$ cat src/sv/gpc_pkg.sv
package gpc_pkg;

    // Fixed field widths
    localparam int CFG_W     = 8;
    localparam int PATH_W    = 32;
    localparam int S_TDATA_W = 8;

    // Defaults for the top-level parameters
    localparam int DEF_MAX_COLUMNS = 128;
    localparam int DEF_COUNT_BITS  = 32;

    // Entries in the queue between front and back
    localparam int QUEUE_DEPTH = 4;

    // Per-cell flags classified by the front
    typedef struct packed {
        logic first_row;
        logic blocked;
        logic last;
    } gpc_flags_t;

    // Queue status
    typedef struct packed {
        logic full;
        logic empty;
    } gpc_qstat_t;

endpackage

$ cat src/sv/gpc_front.sv
module gpc_front
    import gpc_pkg::*;
#(
    parameter int MAX_COLUMNS = DEF_MAX_COLUMNS
) (
    input  logic                      aclk,
    input  logic                      aresetn,
    input  logic                      cfg_wr_en,
    input  logic [CFG_W-1:0]          cfg_wr_data,
    input  logic                      cell_fire,
    input  logic                      cell_blocked,
    input  logic                      cell_last,
    output logic [(MAX_COLUMNS > 1 ? $clog2(MAX_COLUMNS) : 1)-1:0] cell_col,
    output gpc_flags_t                cell_flags
);

    localparam int IDX_W = (MAX_COLUMNS > 1) ? $clog2(MAX_COLUMNS) : 1;
    localparam int CMP_W = ((IDX_W > CFG_W) ? IDX_W : CFG_W) + 1;

    logic [CFG_W-1:0] grid_columns_reg;
    logic [IDX_W-1:0] col_idx_reg, col_idx_next;
    logic             first_row_reg, first_row_next;
    logic [CMP_W-1:0] active_cols;
    logic [CMP_W-1:0] col_wide;
    logic [IDX_W-1:0] col;

    // Column register; the user must write it only while idle, the block does not enforce it
    always_ff @(posedge aclk) begin
        if (!aresetn) begin
            grid_columns_reg <= CFG_W'(1);
        end else if (cfg_wr_en) begin
            grid_columns_reg <= cfg_wr_data;
        end
    end

    // Zero means one column; clamp to the row store depth
    always_comb begin
        if (grid_columns_reg == '0) begin
            active_cols = CMP_W'(1);
        end else if (CMP_W'(grid_columns_reg) > CMP_W'(MAX_COLUMNS)) begin
            active_cols = CMP_W'(MAX_COLUMNS);
        end else begin
            active_cols = CMP_W'(grid_columns_reg);
        end
    end

    // Current column, folded to zero when outside the store
    assign col      = (CMP_W'(col_idx_reg) >= CMP_W'(MAX_COLUMNS)) ? '0 : col_idx_reg;
    assign col_wide = CMP_W'(col) + CMP_W'(1);

    // Row walk: advance column, wrap at row end, restart on last cell
    always_comb begin
        col_idx_next   = col_idx_reg;
        first_row_next = first_row_reg;
        if (cell_fire) begin
            if (cell_last) begin
                col_idx_next   = '0;
                first_row_next = 1'b1;
            end else if (col_wide >= active_cols) begin
                col_idx_next   = '0;
                first_row_next = 1'b0;
            end else begin
                col_idx_next   = IDX_W'(col_wide);
            end
        end
    end

    always_ff @(posedge aclk) begin
        if (!aresetn) begin
            col_idx_reg   <= '0;
            first_row_reg <= 1'b1;
        end else begin
            col_idx_reg   <= col_idx_next;
            first_row_reg <= first_row_next;
        end
    end

    assign cell_col             = col;
    assign cell_flags.first_row = first_row_reg;
    assign cell_flags.blocked   = cell_blocked;
    assign cell_flags.last      = cell_last;

endmodule

$ cat config.mk
export PLATFORM = sky130hd
export DESIGN_NAME = gpc_front
export DESIGN_NICKNAME = d
export VERILOG_FILES = /design/src/sv/gpc_pkg.sv /design/src/sv/gpc_front.sv
export SDC_FILE = /design/constraint.sdc
export NUM_CORES = 1
export LEC_CHECK = 0
export ABC_AREA = 1
export BUFFER_PORTS_ARGS = -buffer_cell sky130_fd_sc_hd__buf_2
export CORE_ASPECT_RATIO = 0.75
export CORE_MARGIN = 4
export CORE_UTILIZATION = 55
export CTS_CLUSTER_DIAMETER = 60
export DETAILED_ROUTE_END_ITERATION = 12
export PLACE_DENSITY = 0.82
export REMOVE_ABC_BUFFERS = 1
export SLEW_MARGIN = 20
export SYNTH_ARGS = -nofsm -noshare
export SYNTH_HDL_FRONTEND = slang
export SYNTH_SLANG_ARGS = --single-unit
$ cat constraint.sdc
create_clock -name aclk -period 4.9 [get_ports aclk]
set_input_delay 0.735 -clock aclk [delete_from_list [all_inputs] [get_ports aclk]]
set_output_delay 0.735 -clock aclk [all_outputs]
set_load 0.01 [all_outputs]
# [After elaboration in Yosys (flattened, before gate mapping)]
# Cells that the tools add are included.
[word_totals] ff_bits=16 output_inout_bits=10 word_cells=15
[classes] add_sub_neg=1 order_cmp=2 muxes=6 reduce_logical=3
[ops] operator="$mux W8" count=2
[ops] operator="$mux W7" count=2
[ops] operator="$ge A8 B9 Y1" count=1
[ops] operator="$add A7 B1 Y8 const B" count=1
[ops] operator="$gt A8 B8 Y1 const B" count=1
[ops] operator="$logic_not A8 Y1" count=1
[ops] operator="$mux W1" count=2
[ops] operator="$reduce_and A2 Y1" count=1
[ops] operator="$reduce_bool A2 Y1" count=1

# [Longest topological paths before layout]
[logic_depth] ltp_word=6 ltp_mapped=16 depth_no_buf=16

# [Worst setup path after synthesis]
# No wires, ideal clock.
[synth_timing] kind="flip-flop to flip-flop" from="reg col_idx_reg[0], in the netlist cell_col[0]" to="reg col_idx_reg[0], in the netlist cell_col[0]" setup_time_ns=0.066 arrival_ns=1.939 required_ns=4.834 setup_slack_ns=2.896 path_stages_with_launch=13 synth_period_minus_slack_ns=2.004 cell_sequence="dfxtp_1 ha_1 nand3_2 nor2_2 nand3_1 and2_1 ha_1 and3_1 nand2_1 nand2_1 nand2_1 nand2_1 nor2_1"
[synth_between] elab_chain_cells=4
[synth_lines] item="from (decl)" line="gpc_front.sv:21" text="logic [IDX_W-1:0] col_idx_reg, col_idx_next;"
[synth_lines] item="from (signal assigned)" line="gpc_front.sv:73" text="col_idx_reg <= col_idx_next;"
[synth_lines] item="$add A7 B1 Y8 *" line="gpc_front.sv:49" text="assign col_wide = CMP_W'(col) + CMP_W'(1);"
[synth_lines] item="$ge A8 B9 Y1" line="gpc_front.sv:59" text="end else if (col_wide >= active_cols) begin"
[synth_lines] item="$mux W7 *" line="gpc_front.sv:59"
[synth_lines] item="$mux W7 *" line="gpc_front.sv:56" text="if (cell_last) begin"
# Mark *: on every way between the ends. The rest lies on a longest branch, timed or not.
# A chain may end at the register's enable or synchronous reset.

# [Final worst setup path]
[layout_timing] from="reg col_idx_reg[0], in the netlist cell_col[0]" to="reg col_idx_reg[4], in the netlist cell_col[4]"
# Same word-level chain as after synthesis.

==> run metrics <==
io pins 24; Final GP Congestion between 0.8 and 0.9; first-pass GRT wire length 3.69 mm; setup slack at placement 2.69 ns; RSZ-0062 raised after global routing false; PD cells 255 nW/um^2; DP HPWL approximately 1.8 mm; Slew headroom 0.789; CP required 5.13 ns; post-synth cell types 23; Clock Skew 0.00182 ns; die area around 2500 sq um; Seq cells post-synth 16; Pleak approximately 0.57 nW; worst setup margin around 2.7 ns; Post-synth EDFFs 0; CP Launch Type flip-flop; H-tree levels 1; crit path kind flip-flop to flip-flop; IO Port Bufs 21; utilization of the core after routing 0.697; Worst Tran Pin Value 0.314 ns; count leader, synth nand2_1; mean area per synthesized cell 6.94 sq um; final WL roughly 2.2 mm; Syn-to-layout area delta 13.0%; initial antenna violation count 0; layout cells sized above 1 0.200; Via Count 944; GR Overflow Total 0; Slew Viols, Final 0; Final Critical Period 2.24 ns; DR WL/cell 12.2 um; MaxCap Viol Count 0; most frequent cells after synthesis nand2_1 (36), nor2_1 (22), dfxtp_1 (16); Vias per Instance between 5 and 6; CP arrival 2.47 ns; Synth Flop Type dfxtp_1; Design Area, Final 1100 sq um; vias in the first global route 851; hold_buf cts 0; Ant. Diodes 0; CTS max path bufs 2; final net count 184; Min-Delay Path Class flip-flop to flip-flop; clock slew at reported path FFs roughly 0.10 ns; maximum VDD drop approximately 0.17 mV; detailed-route DRC error count 0; sequential share of the synthesized area 0.329; DRT Pass-1 Iters 4; largest net degree at the start of global routing 11; Max Freq ~450 MHz; TritonCTS Buffers 3; CTS resizes 0; Placeable Area 1580 sq um; Clk Latency, worst-skew pair between 0.2 and 0.3 ns; Die H 44.4 um; Area after DPL 1060 sq um; 1st-iter DRT viols 25; peak fanout along the critical path 7; Synth Warn # 0; post-route ant nets 0; Area contributors post-synth dfxtp_1 (33%), nand2_1 (14%), ha_1 (12%); Worst Hold Margin 0.452 ns; Post-CTS Setup Inserts 0; setup_tns 0 ns; Initial Utilization 0.617; ys async rst share 0; status complete, no violations; synthesized area 972 sq um; Synth Instances 140; leading area contributor after synthesis dfxtp_1; CTS tree yes; Rows 12; Final Hold Violating Endpoints 0; clk sink count 16; Yosys top cell area share 0.329; period utilization 0.457; max FFs per register 8; clock root buffer clkbuf_4; Total GRT Usage 0.191; final setup vio count 0; critical path endpoint category flip-flop; die width around 57 um
## logic make-up (layout without fill, tap and decap cells)
kind of cell	count (synthesis)	count (layout)	synth area share
buffers and inverters	23	43	0.112
multiplexers	1	1	0.0103
adder cells (fa/ha/maj)	9	9	0.116
AND/OR/NAND/NOR	70	70	0.305
XOR/XNOR	4	4	0.0360
AO/OA/AOI/OAI	17	17	0.0914
flip-flops	16	16	0.329
## cell usage in the layout, fill, tap and decap left out, drive strengths merged
| cell | instances |
|---|---|
| clkbuf | 4 |
| nand2 | 36 |
| nor2 | 24 |
| and3 | 1 |
| and2 | 1 |
| xor2 | 3 |
| a31oi | 1 |
| buf | 21 |
| inv | 18 |
| a21boi | 1 |
| mux2i | 1 |
| xnor2 | 1 |
| nand3b | 1 |
| nor4 | 1 |
| dfxtp | 16 |
| ha | 9 |
| nand3 | 6 |
| o21ai | 12 |
| a21oi | 3 |
## final cells by class
cell class	instances	area [sq um]
Multi-Input combinational cell	101	543
Fill cell	133	478
Sequential cell	16	320
Timing Repair Buffer	21	105
Inverter	18	67.6
Clock buffer	4	36.3
Tap cell	21	26.3
## routing by layer
layer | up-vias | wire length (um) | track usage
met2 | 38 | 1020 | 0.306
met3 | 2 | 192 | 0.0612
met4 | 0 | 11 | 0.0284
met1 | 425 | 978 | 0.257
met5 | - | 0 | 0
li1 | 479 | - | -
## per-stage QoR
| step | total power [W] | std cells |
|---|---|---|
| 3_3_place_gp | 0.000189 | 177 |
| 6_report | 0.000280 | 181 |
| 3_5_place_dp | 0.000192 | 177 |
| 4_1_cts | 0.000281 | 181 |
| 5_1_grt | 0.000298 | 181 |
| 2_1_floorplan | 0.000174 | 135 |
## critical path, stage by stage, from the launching register on
cell     delay [ns]
dfxtp_1        0.45
ha_1           0.24
nand3_2        0.12
nor2_2         0.12
nand3_1        0.09
and2_1         0.18
ha_1           0.31
and3_1         0.19
nand2_1        0.06
nand2_1        0.04
nand2_1        0.08
nand2_1        0.16
nor2_1         0.15
## final timing paths
path                              startpoint                    endpoint  slack [ns]  cells past startpoint
hold / removal    first_row_reg$_SDFFE_PN1P_  first_row_reg$_SDFFE_PN1P_        0.45                      2
setup reg to reg    cell_col[0]$_SDFFE_PN0P_    cell_col[4]$_SDFFE_PN0P_        2.66                     12
setup / recovery    cell_col[0]$_SDFFE_PN0P_    cell_col[4]$_SDFFE_PN0P_        2.66                     12
hold reg to reg   first_row_reg$_SDFFE_PN1P_  first_row_reg$_SDFFE_PN1P_        0.45                      2
## power by group
group / total [W] / switching (W) / internal, W
registers: 0.000142 / 0.00000583 / 0.000136
clock network: 0.0000902 / 0.0000448 / 0.0000453
logic: 0.0000478 / 0.0000280 / 0.0000198
total: 0.000280 / 0.0000787 / 0.000202
Power figures use the tool's default switching activity.
