==> src/sv/gpc_pkg.sv <==
package gpc_pkg;

    // Fixed field widths
    localparam int CFG_W     = 8;
    localparam int PATH_W    = 32;
    localparam int S_TDATA_W = 8;

    // Defaults for the top-level parameters
    localparam int DEF_MAX_COLUMNS = 128;
    localparam int DEF_COUNT_BITS  = 32;

    // Entries in the queue between front and back
    localparam int QUEUE_DEPTH = 4;

    // Per-cell flags classified by the front
    typedef struct packed {
        logic first_row;
        logic blocked;
        logic last;
    } gpc_flags_t;

    // Queue status
    typedef struct packed {
        logic full;
        logic empty;
    } gpc_qstat_t;

endpackage

==> src/sv/gpc_queue.sv <==
module gpc_queue
    import gpc_pkg::*;
#(
    parameter int W     = 8,
    parameter int DEPTH = QUEUE_DEPTH
) (
    input  logic         aclk,
    input  logic         aresetn,
    input  logic         push,
    input  logic [W-1:0] push_data,
    input  logic         pop,
    output logic [W-1:0] head_data,
    output gpc_qstat_t   stat
);

    localparam int PTR_W = (DEPTH > 1) ? $clog2(DEPTH) : 1;
    localparam int CNT_W = $clog2(DEPTH + 1);

    logic [W-1:0]     slot_reg [DEPTH];
    logic [PTR_W-1:0] wr_ptr_reg, wr_ptr_next;
    logic [PTR_W-1:0] rd_ptr_reg, rd_ptr_next;
    logic [CNT_W-1:0] cnt_reg, cnt_next;

    // Pointer and fill bookkeeping
    always_comb begin
        wr_ptr_next = wr_ptr_reg;
        rd_ptr_next = rd_ptr_reg;
        cnt_next    = cnt_reg;
        if (push) begin
            wr_ptr_next = (32'(wr_ptr_reg) == DEPTH - 1) ? '0 : wr_ptr_reg + 1'b1;
        end
        if (pop) begin
            rd_ptr_next = (32'(rd_ptr_reg) == DEPTH - 1) ? '0 : rd_ptr_reg + 1'b1;
        end
        if (push && !pop) begin
            cnt_next = cnt_reg + 1'b1;
        end else if (pop && !push) begin
            cnt_next = cnt_reg - 1'b1;
        end
    end

    always_ff @(posedge aclk) begin
        if (!aresetn) begin
            wr_ptr_reg <= '0;
            rd_ptr_reg <= '0;
            cnt_reg    <= '0;
        end else begin
            wr_ptr_reg <= wr_ptr_next;
            rd_ptr_reg <= rd_ptr_next;
            cnt_reg    <= cnt_next;
        end
    end

    // Slot storage, no reset needed
    always_ff @(posedge aclk) begin
        if (push) begin
            slot_reg[wr_ptr_reg] <= push_data;
        end
    end

    assign head_data  = slot_reg[rd_ptr_reg];
    assign stat.full  = (32'(cnt_reg) == DEPTH);
    assign stat.empty = (cnt_reg == '0);

endmodule

==> config.mk <==
export PLATFORM = sky130hd
export DESIGN_NAME = gpc_queue
export DESIGN_NICKNAME = d
export VERILOG_FILES = /design/src/sv/gpc_pkg.sv /design/src/sv/gpc_queue.sv
export SDC_FILE = /design/constraint.sdc
export NUM_CORES = 1
export LEC_CHECK = 0
export BUFFER_PORTS_ARGS = -buffer_cell sky130_fd_sc_hd__buf_2
export CORE_ASPECT_RATIO = 1.2
export CORE_UTILIZATION = 59
export DETAILED_ROUTE_END_ITERATION = 10
export PLACE_DENSITY = 0.85
export SYNTH_ARGS = -nofsm -noshare
export SYNTH_HDL_FRONTEND = slang
export SYNTH_SLANG_ARGS = --single-unit
==> constraint.sdc <==
create_clock -name aclk -period 3.8 [get_ports aclk]
set_input_delay 0.19 -clock aclk [delete_from_list [all_inputs] [get_ports aclk]]
set_output_delay 0.19 -clock aclk [all_outputs]
set_load 0.1 [all_outputs]
After elaboration in Yosys (flattened, before gate mapping)
Memories as Yosys holds them, arrays and structs flattened. A register that Yosys moved wholly into a read port is not among the register bits. Index checks and enable logic that the tools add are counted.

Word-level logic and storage cells: 25. Bits in writable memories: 32. Output and inout bits: 10. Register bits: 7. Memories kept: 1. Input bits: 12.

Mux-type cells: 8. Add/subtract/negate cells: 4. Reduce and logical (&&, ||, !) cells: 6. Eq/ne operators: 3.

Memory list: slot_reg (depth 4, bits a word 8, rd ports 1, clocked after memory_dff 1, write ports 1, RTL line gpc_queue.sv:19) `logic [W-1:0] slot_reg [DEPTH];`.

Operator list (count): 2-to-1 mux 2 bit (4); 2-to-1 mux 3 bit (2); adder 2 x 1 -> 2 bit, second input constant (2); == test 2 bit, second input constant (2); adder 3 x 1 -> 3 bit, second input constant (1); == test 3 bit, second input constant (1); logical NOT 3 bit (1); subtractor 3 x 1 -> 3 bit, second input constant (1); logical AND 1 bit (2); logical NOT 1 bit (2); 2-to-1 mux 1 bit (2); nonzero test 2 bit (1).

Logic depth before layout (Yosys ltp)
Gate-level depths: netlist of run 1.

Depth after elaboration: 4. Depth in mapped cells: 7. Mapped depth without buffers: 7.

Worst setup path before layout of run 1
No wires, ideal clock.

Path type: reg-to-output. Start: register cnt_reg[0]. End: output port stat[1] (netlist name). Path buffers: 0. Data required time: 3.610 ns. Path slack: 1.057 ns. Stages on the path, launching flop included: 2. Arrival: 2.553 ns. Cell sequence: dfxtp_1 nor3b_1.

RTL lines: start: declaration (RTL line gpc_queue.sv:22) `logic [CNT_W-1:0] cnt_reg, cnt_next;`; start signal: assignment (RTL line gpc_queue.sv:50) `cnt_reg <= cnt_next;`; end: declaration (RTL line gpc_queue.sv:13) `output gpc_qstat_t stat`.

==> out/qor.yml, run 1 <==
outcome:
  status: "complete, no violations"
yosys:
  yosys.cell_types.count: 20
  ys_warn_count: 0
  syn-cell-area_um2: 1620
  synth_nets: 105
  postSynthAreaPerCell_um2: 18.8
  synthCells: 86
  synth-seq-cells: 41
  seq_area_frac_synth: 0.706
cts:
  clock_path_buffers: 2
  cts_max_level: 2
  cts_root_buf: "clkbuf_4"
  tritoncts: "built"
  numCtsBuffers: 5
  clk_latency_ns: 0.34
  cts_hold_buf: 0
  post_cts_buffers: 0
  clk_pin_slew_ns: 0.10
  cts.sinks: 41
  cts.repair.resized: 0
timing:
  clock.fmax_mhz: 483
  fin_tns_setup_ns: 0
  setup-violations-final: 0
  slew_headroom: 0.658
  finClkSkew_ns: 0.00959
  rsz0062_at_grt: "no"
  setup_slack_ns: 1.73
  period_needed_ns: 2.07
  finalCritPeriodShare: 0.545
  final_max_slew_viol_count: 0
  worst_pin_slew_ns: 0.513
  hold_viol: 0
layout:
  fin_cells: 146
  drive_above_1_share: 0.310
  antenna_cells: 0
  largest_reg_flops: 32
  nets: 131
  syn2layout_area_growth_pct: 11.7
  final_core_util: 0.700
power:
  pwr-share-comb: 0.223
  internal-power_mw: 0.654
  p_seq_frac: 0.552
  p_sw_frac: 0.318
  p_switching_mw: 0.305
  power_density_nw_per_um2: 531
  ir_worst_vdd_mv: 0.542
  p_total_mw: 0.958
  clkPwrFrac: 0.225
  leakagePower_nw: 0.665
grt:
  gr-usage-all-layers: 0.186
  grt_start_max_net_pins: 13
  antenna_found_initial: 0
  grt_pass1_wl_um: 3690
  first_global_vias: 791
  grt_overflow: 0
drt:
  routed_wl_um: 2300
  drtPass1Iterations: 4
  postRouteAntennaNets: 0
  num_vias: 789
  drc: 0
  vias_per_cell: 5.40
  dr.first_iter.drc_count: 25
  wl_per_cell_um: 15.7
placement:
  dp_slack_ns: 2.06
  gp_congestion: 0.726
  dp_cells: 138
  dp_hpwl_um: 1620
  portBuffers: 21
floorplanning:
  die_y_um: 59.3
  core_area_um2: 2580
  die_x_um: 49.8
  initial_core_util: 0.627
  rows: 20
  io_pins: 22
  dieArea_um2: 2950
worst_setup_path:
  end_kind: "output pin"
  cp.arrival_ns: 1.88
  cp-start-kind: "register"
  crit_type: "reg2out"
  required_ns: 3.61
  crit_fanout: 8
run:
  drv_cap: 0
hold_path:
  hold_class: "in2reg"
## Yosys cell counts
master	n	area, um^2
dfxtp_1	9	180
or3_1	1	6.26
nor3b_1	1	7.51
nor2_1	1	3.75
a21boi_1	1	7.51
inv_1	4	15.0
xor2_1	1	8.76
fa_1	1	20.0
and2_1	5	31.3
o21ai_0	1	5.00
nor3_1	2	10.0
mux2i_1	4	40.0
edfxtp_1	32	961
ha_1	6	75.1
buf_6	1	11.3
xnor2_1	1	8.76
o21a_1	1	7.51
nor2b_1	5	31.3
mux4_2	8	180
clkbuf_2	1	5.00
## power by group through the flow
stage          sequential, mW  combinational [mW]  clock [mW]
2_1_floorplan           0.530               0.187           0
3_3_place_gp            0.538               0.209           0
3_5_place_dp            0.540               0.214           0
4_1_cts                 0.530               0.216       0.221
5_1_grt                 0.533               0.224       0.239
6_report                0.529               0.214       0.215
## stage by stage
stage | hold WS, ns | cell area (um^2)
after floorplan | 0.289 | 1620
after global placement | 0.399 | 1750
after detailed placement | 0.409 | 1750
after CTS | 0.0467 | 1800
after global routing | 0.0466 | 1800
final | 0.0619 | 1800
## critical path, stage by stage (launching register included)
cell and delay (ns):
dfxtp_1 0.66, mux4_2 0.57, buf_2 0.31
## logic make-up (layout without fill, tap and decap cells)
group / after synthesis / in the layout / synth area share
mux: 12 / 12 / 0.136
flops: 41 / 41 / 0.706
simple gates: 15 / 15 / 0.0558
xor+xnor: 2 / 2 / 0.0108
buf+inv: 6 / 33 / 0.0194
fa+ha+maj: 7 / 7 / 0.0589
compound gates: 3 / 3 / 0.0124
## final timing paths
path                                   start              to  slack (ns)  depth (start not counted)
worst max-delay path                register    head_data[7]        1.73                          2
worst min-delay path            push_data[6]  slot_reg[3][6]        0.06                          1
worst max register to register    cnt_reg[0]      cnt_reg[2]        2.27                          4
worst min register to register    cnt_reg[2]      cnt_reg[2]        0.55                          2
## layout by cell type (no fill, tap or decap), types with 2 or more instances in the layout
cell type | netlist | final
edfxtp_1 | 32 | 32
buf_2 | 0 | 21
dfxtp_1 | 9 | 9
mux4_2 | 8 | 8
ha_1 | 6 | 6
and2_1 | 5 | 5
nor2b_1 | 5 | 5
clkbuf_4 | 0 | 5
inv_1 | 4 | 4
mux2i_1 | 4 | 4
nor3_1 | 2 | 2
clkbuf_1 | 0 | 2
## final cells by class
type	instances	area (um^2)
clock buffers	8	58.8
fillers	165	773
flip-flops and latches	41	1140
well taps	33	41.3
multi-input cells	39	443
inverters	4	15.0
repair buffers	21	105
## per-layer routing
| metal | vias up | track usage | wire length [um] |
|---|---|---|---|
| li1 | 379 | - | - |
| met1 | 379 | 0.209 | 958 |
| met2 | 26 | 0.299 | 1150 |
| met3 | 5 | 0.0667 | 120 |
| met4 | 0 | 0.122 | 65 |
| met5 | - | 0 | 0 |
Note: power is estimated with default switching activity, not from simulation.
==> run 2, diff against run 1 <==
- CORE_UTILIZATION: 59 -> 50
- PLACE_DENSITY: 0.85 -> 0.77
- clock period: 3.8 -> 1.7 ns (I/O delays scaled with it)
==> run 2 against run 1 <==
Compared with the run above:
- clock skew is 0.0029 ns higher
- flip-flop and latch count is the same
- hold slack improved by 0.019 ns
- die area increased by 17%
- highest routed layer unchanged
==> out/qor.yml, run 2 (synthesis gave the netlist of run 1 again) <==
timing:
  setup-violations-final: 0
  slew_headroom: 0.679
  finClkSkew_ns: 0.0124
  rsz0062_at_grt: "yes"
  hold_viol: 0
  final_max_slew_viol_count: 0
  finalCritPeriodShare: 0.976
  period_needed_ns: 1.66
  worst_pin_slew_ns: 0.485
  clock.fmax_mhz: 602
layout:
  fin_area_um2: 1990
  fin_cells: 159
  layout_commonest_cell: "edfxtp_1"
  regArea_um2: 1140
  antenna_cells: 0
  nets: 141
  multiInputGateArea_um2: 453
  mostFrequentLayoutCells: "edfxtp_1, buf_2, dlygate4sd3_1"
  fill_cells: 222
  largest_reg_flops: 32
  syn2layout_area_growth_pct: 22.9
  drive_above_1_share: 0.325
placement:
  placed_area_um2: 1770
  dp_cells: 142
  dp_hpwl_um: 1620
  portBuffers: 21
  gp_congestion: 0.673
outcome:
  status: "complete, no violations"
cts:
  tritoncts: "built"
  clk_latency_ns: 0.36
  clk_pin_slew_ns: 0.11
  cts_max_level: 2
  cts.sinks: 41
  cts_root_buf: "clkbuf_4"
  clock_path_buffers: 2
  numCtsBuffers: 5
drt:
  num_vias: 809
  drc: 0
  vias_per_cell: 5.09
  routed_wl_um: 2270
  postRouteAntennaNets: 0
  drtPass1Iterations: 2
  dr.first_iter.drc_count: 5
  wl_per_cell_um: 14.3
floorplanning:
  io_pins: 22
  dieArea_um2: 3460
  initial_core_util: 0.529
  die_y_um: 64.3
  core_area_um2: 3060
  rows: 22
  die_x_um: 53.9
grt:
  grt_start_max_net_pins: 14
  gr-usage-all-layers: 0.168
  grt_overflow: 0
  antenna_found_initial: 0
  first_global_vias: 855
  grt_pass1_wl_um: 3770
worst_setup_path:
  crit_type: "reg2out"
  cp.arrival_ns: 1.57
  end_kind: "output pin"
  cp-start-kind: "register"
  required_ns: 1.62
  crit_fanout: 8
power:
  leakagePower_nw: 0.728
  ir_worst_vdd_mv: 0.737
  power_density_nw_per_um2: 1100
run:
  drv_cap: 0
hold_path:
  hold_class: "in2reg"
## run 2: cell type report
| class | instances | area share |
|---|---|---|
| Sequential cell | 41 | 0.575 |
| Multi-Input combinational cell | 39 | 0.228 |
| Timing Repair Buffer | 31 | 0.138 |
| Tap cell | 36 | 0.0227 |
| Clock buffer | 6 | 0.0208 |
| Clock inverter | 2 | 0.00756 |
| Inverter | 4 | 0.00756 |
## run 2: report_power, final
part | total [mW] | internal, mW | switching [mW]
logic | 0.550 | 0.177 | 0.373
clock network | 0.459 | 0.161 | 0.298
registers | 1.18 | 1.14 | 0.0395
## run 2: through the flow
stage | setup TNS [ns] | power [mW] | hold slack (ns) | worst slack, ns | util
after floorplan | 0 | 1.61 | 0.184 | 0.0364 | -
final | 0 | 2.19 | 0.0812 | 0.0401 | 0.650
after global placement | 0 | 1.68 | 0.295 | 0.199 | 0.578
after CTS | 0 | 2.22 | 0.0632 | 0.000752 | 0.648
after global routing | -0.0946 | 2.29 | 0.0689 | -0.0224 | 0.650
after detailed placement | 0 | 1.69 | 0.307 | 0.131 | 0.578
## run 2: timing repair
| item | 4_1_cts | 5_1_grt |
|---|---|---|
| setup endpoints to repair | 8 | 8 |
| hold buffers | 9 | 0 |
| hold endpoints to repair | 33 | 0 |
| resized for setup | 21 | 1 |
| buffers inserted | 0 | 0 |
| pin swaps | 0 | 0 |
## run 2: final timing paths
path	startpoint	to	slack, ns	cells past startpoint
setup / recovery	register	head_data[0]	0.04	3
hold / removal	pop	register	0.08	3
setup reg to reg	cnt_reg[0]	cnt_reg[2]	0.20	4
hold reg to reg	cnt_reg[2]	cnt_reg[2]	0.53	2
## run 2: routing by layer
layer  vias to the layer above  GRT usage  routed length, um
met3                         7     0.0786                125
met2                        21      0.273               1200
met1                       385      0.171                892
met5                         -          0                  0
li1                        396          -                  -
met4                         0     0.0888                 61
## run 2: worst max-delay path, cell delays in order (launching register included)
cell and delay, ns:
dfxtp_2 0.36, buf_12 0.14, mux4_2 0.54, buf_12 0.19
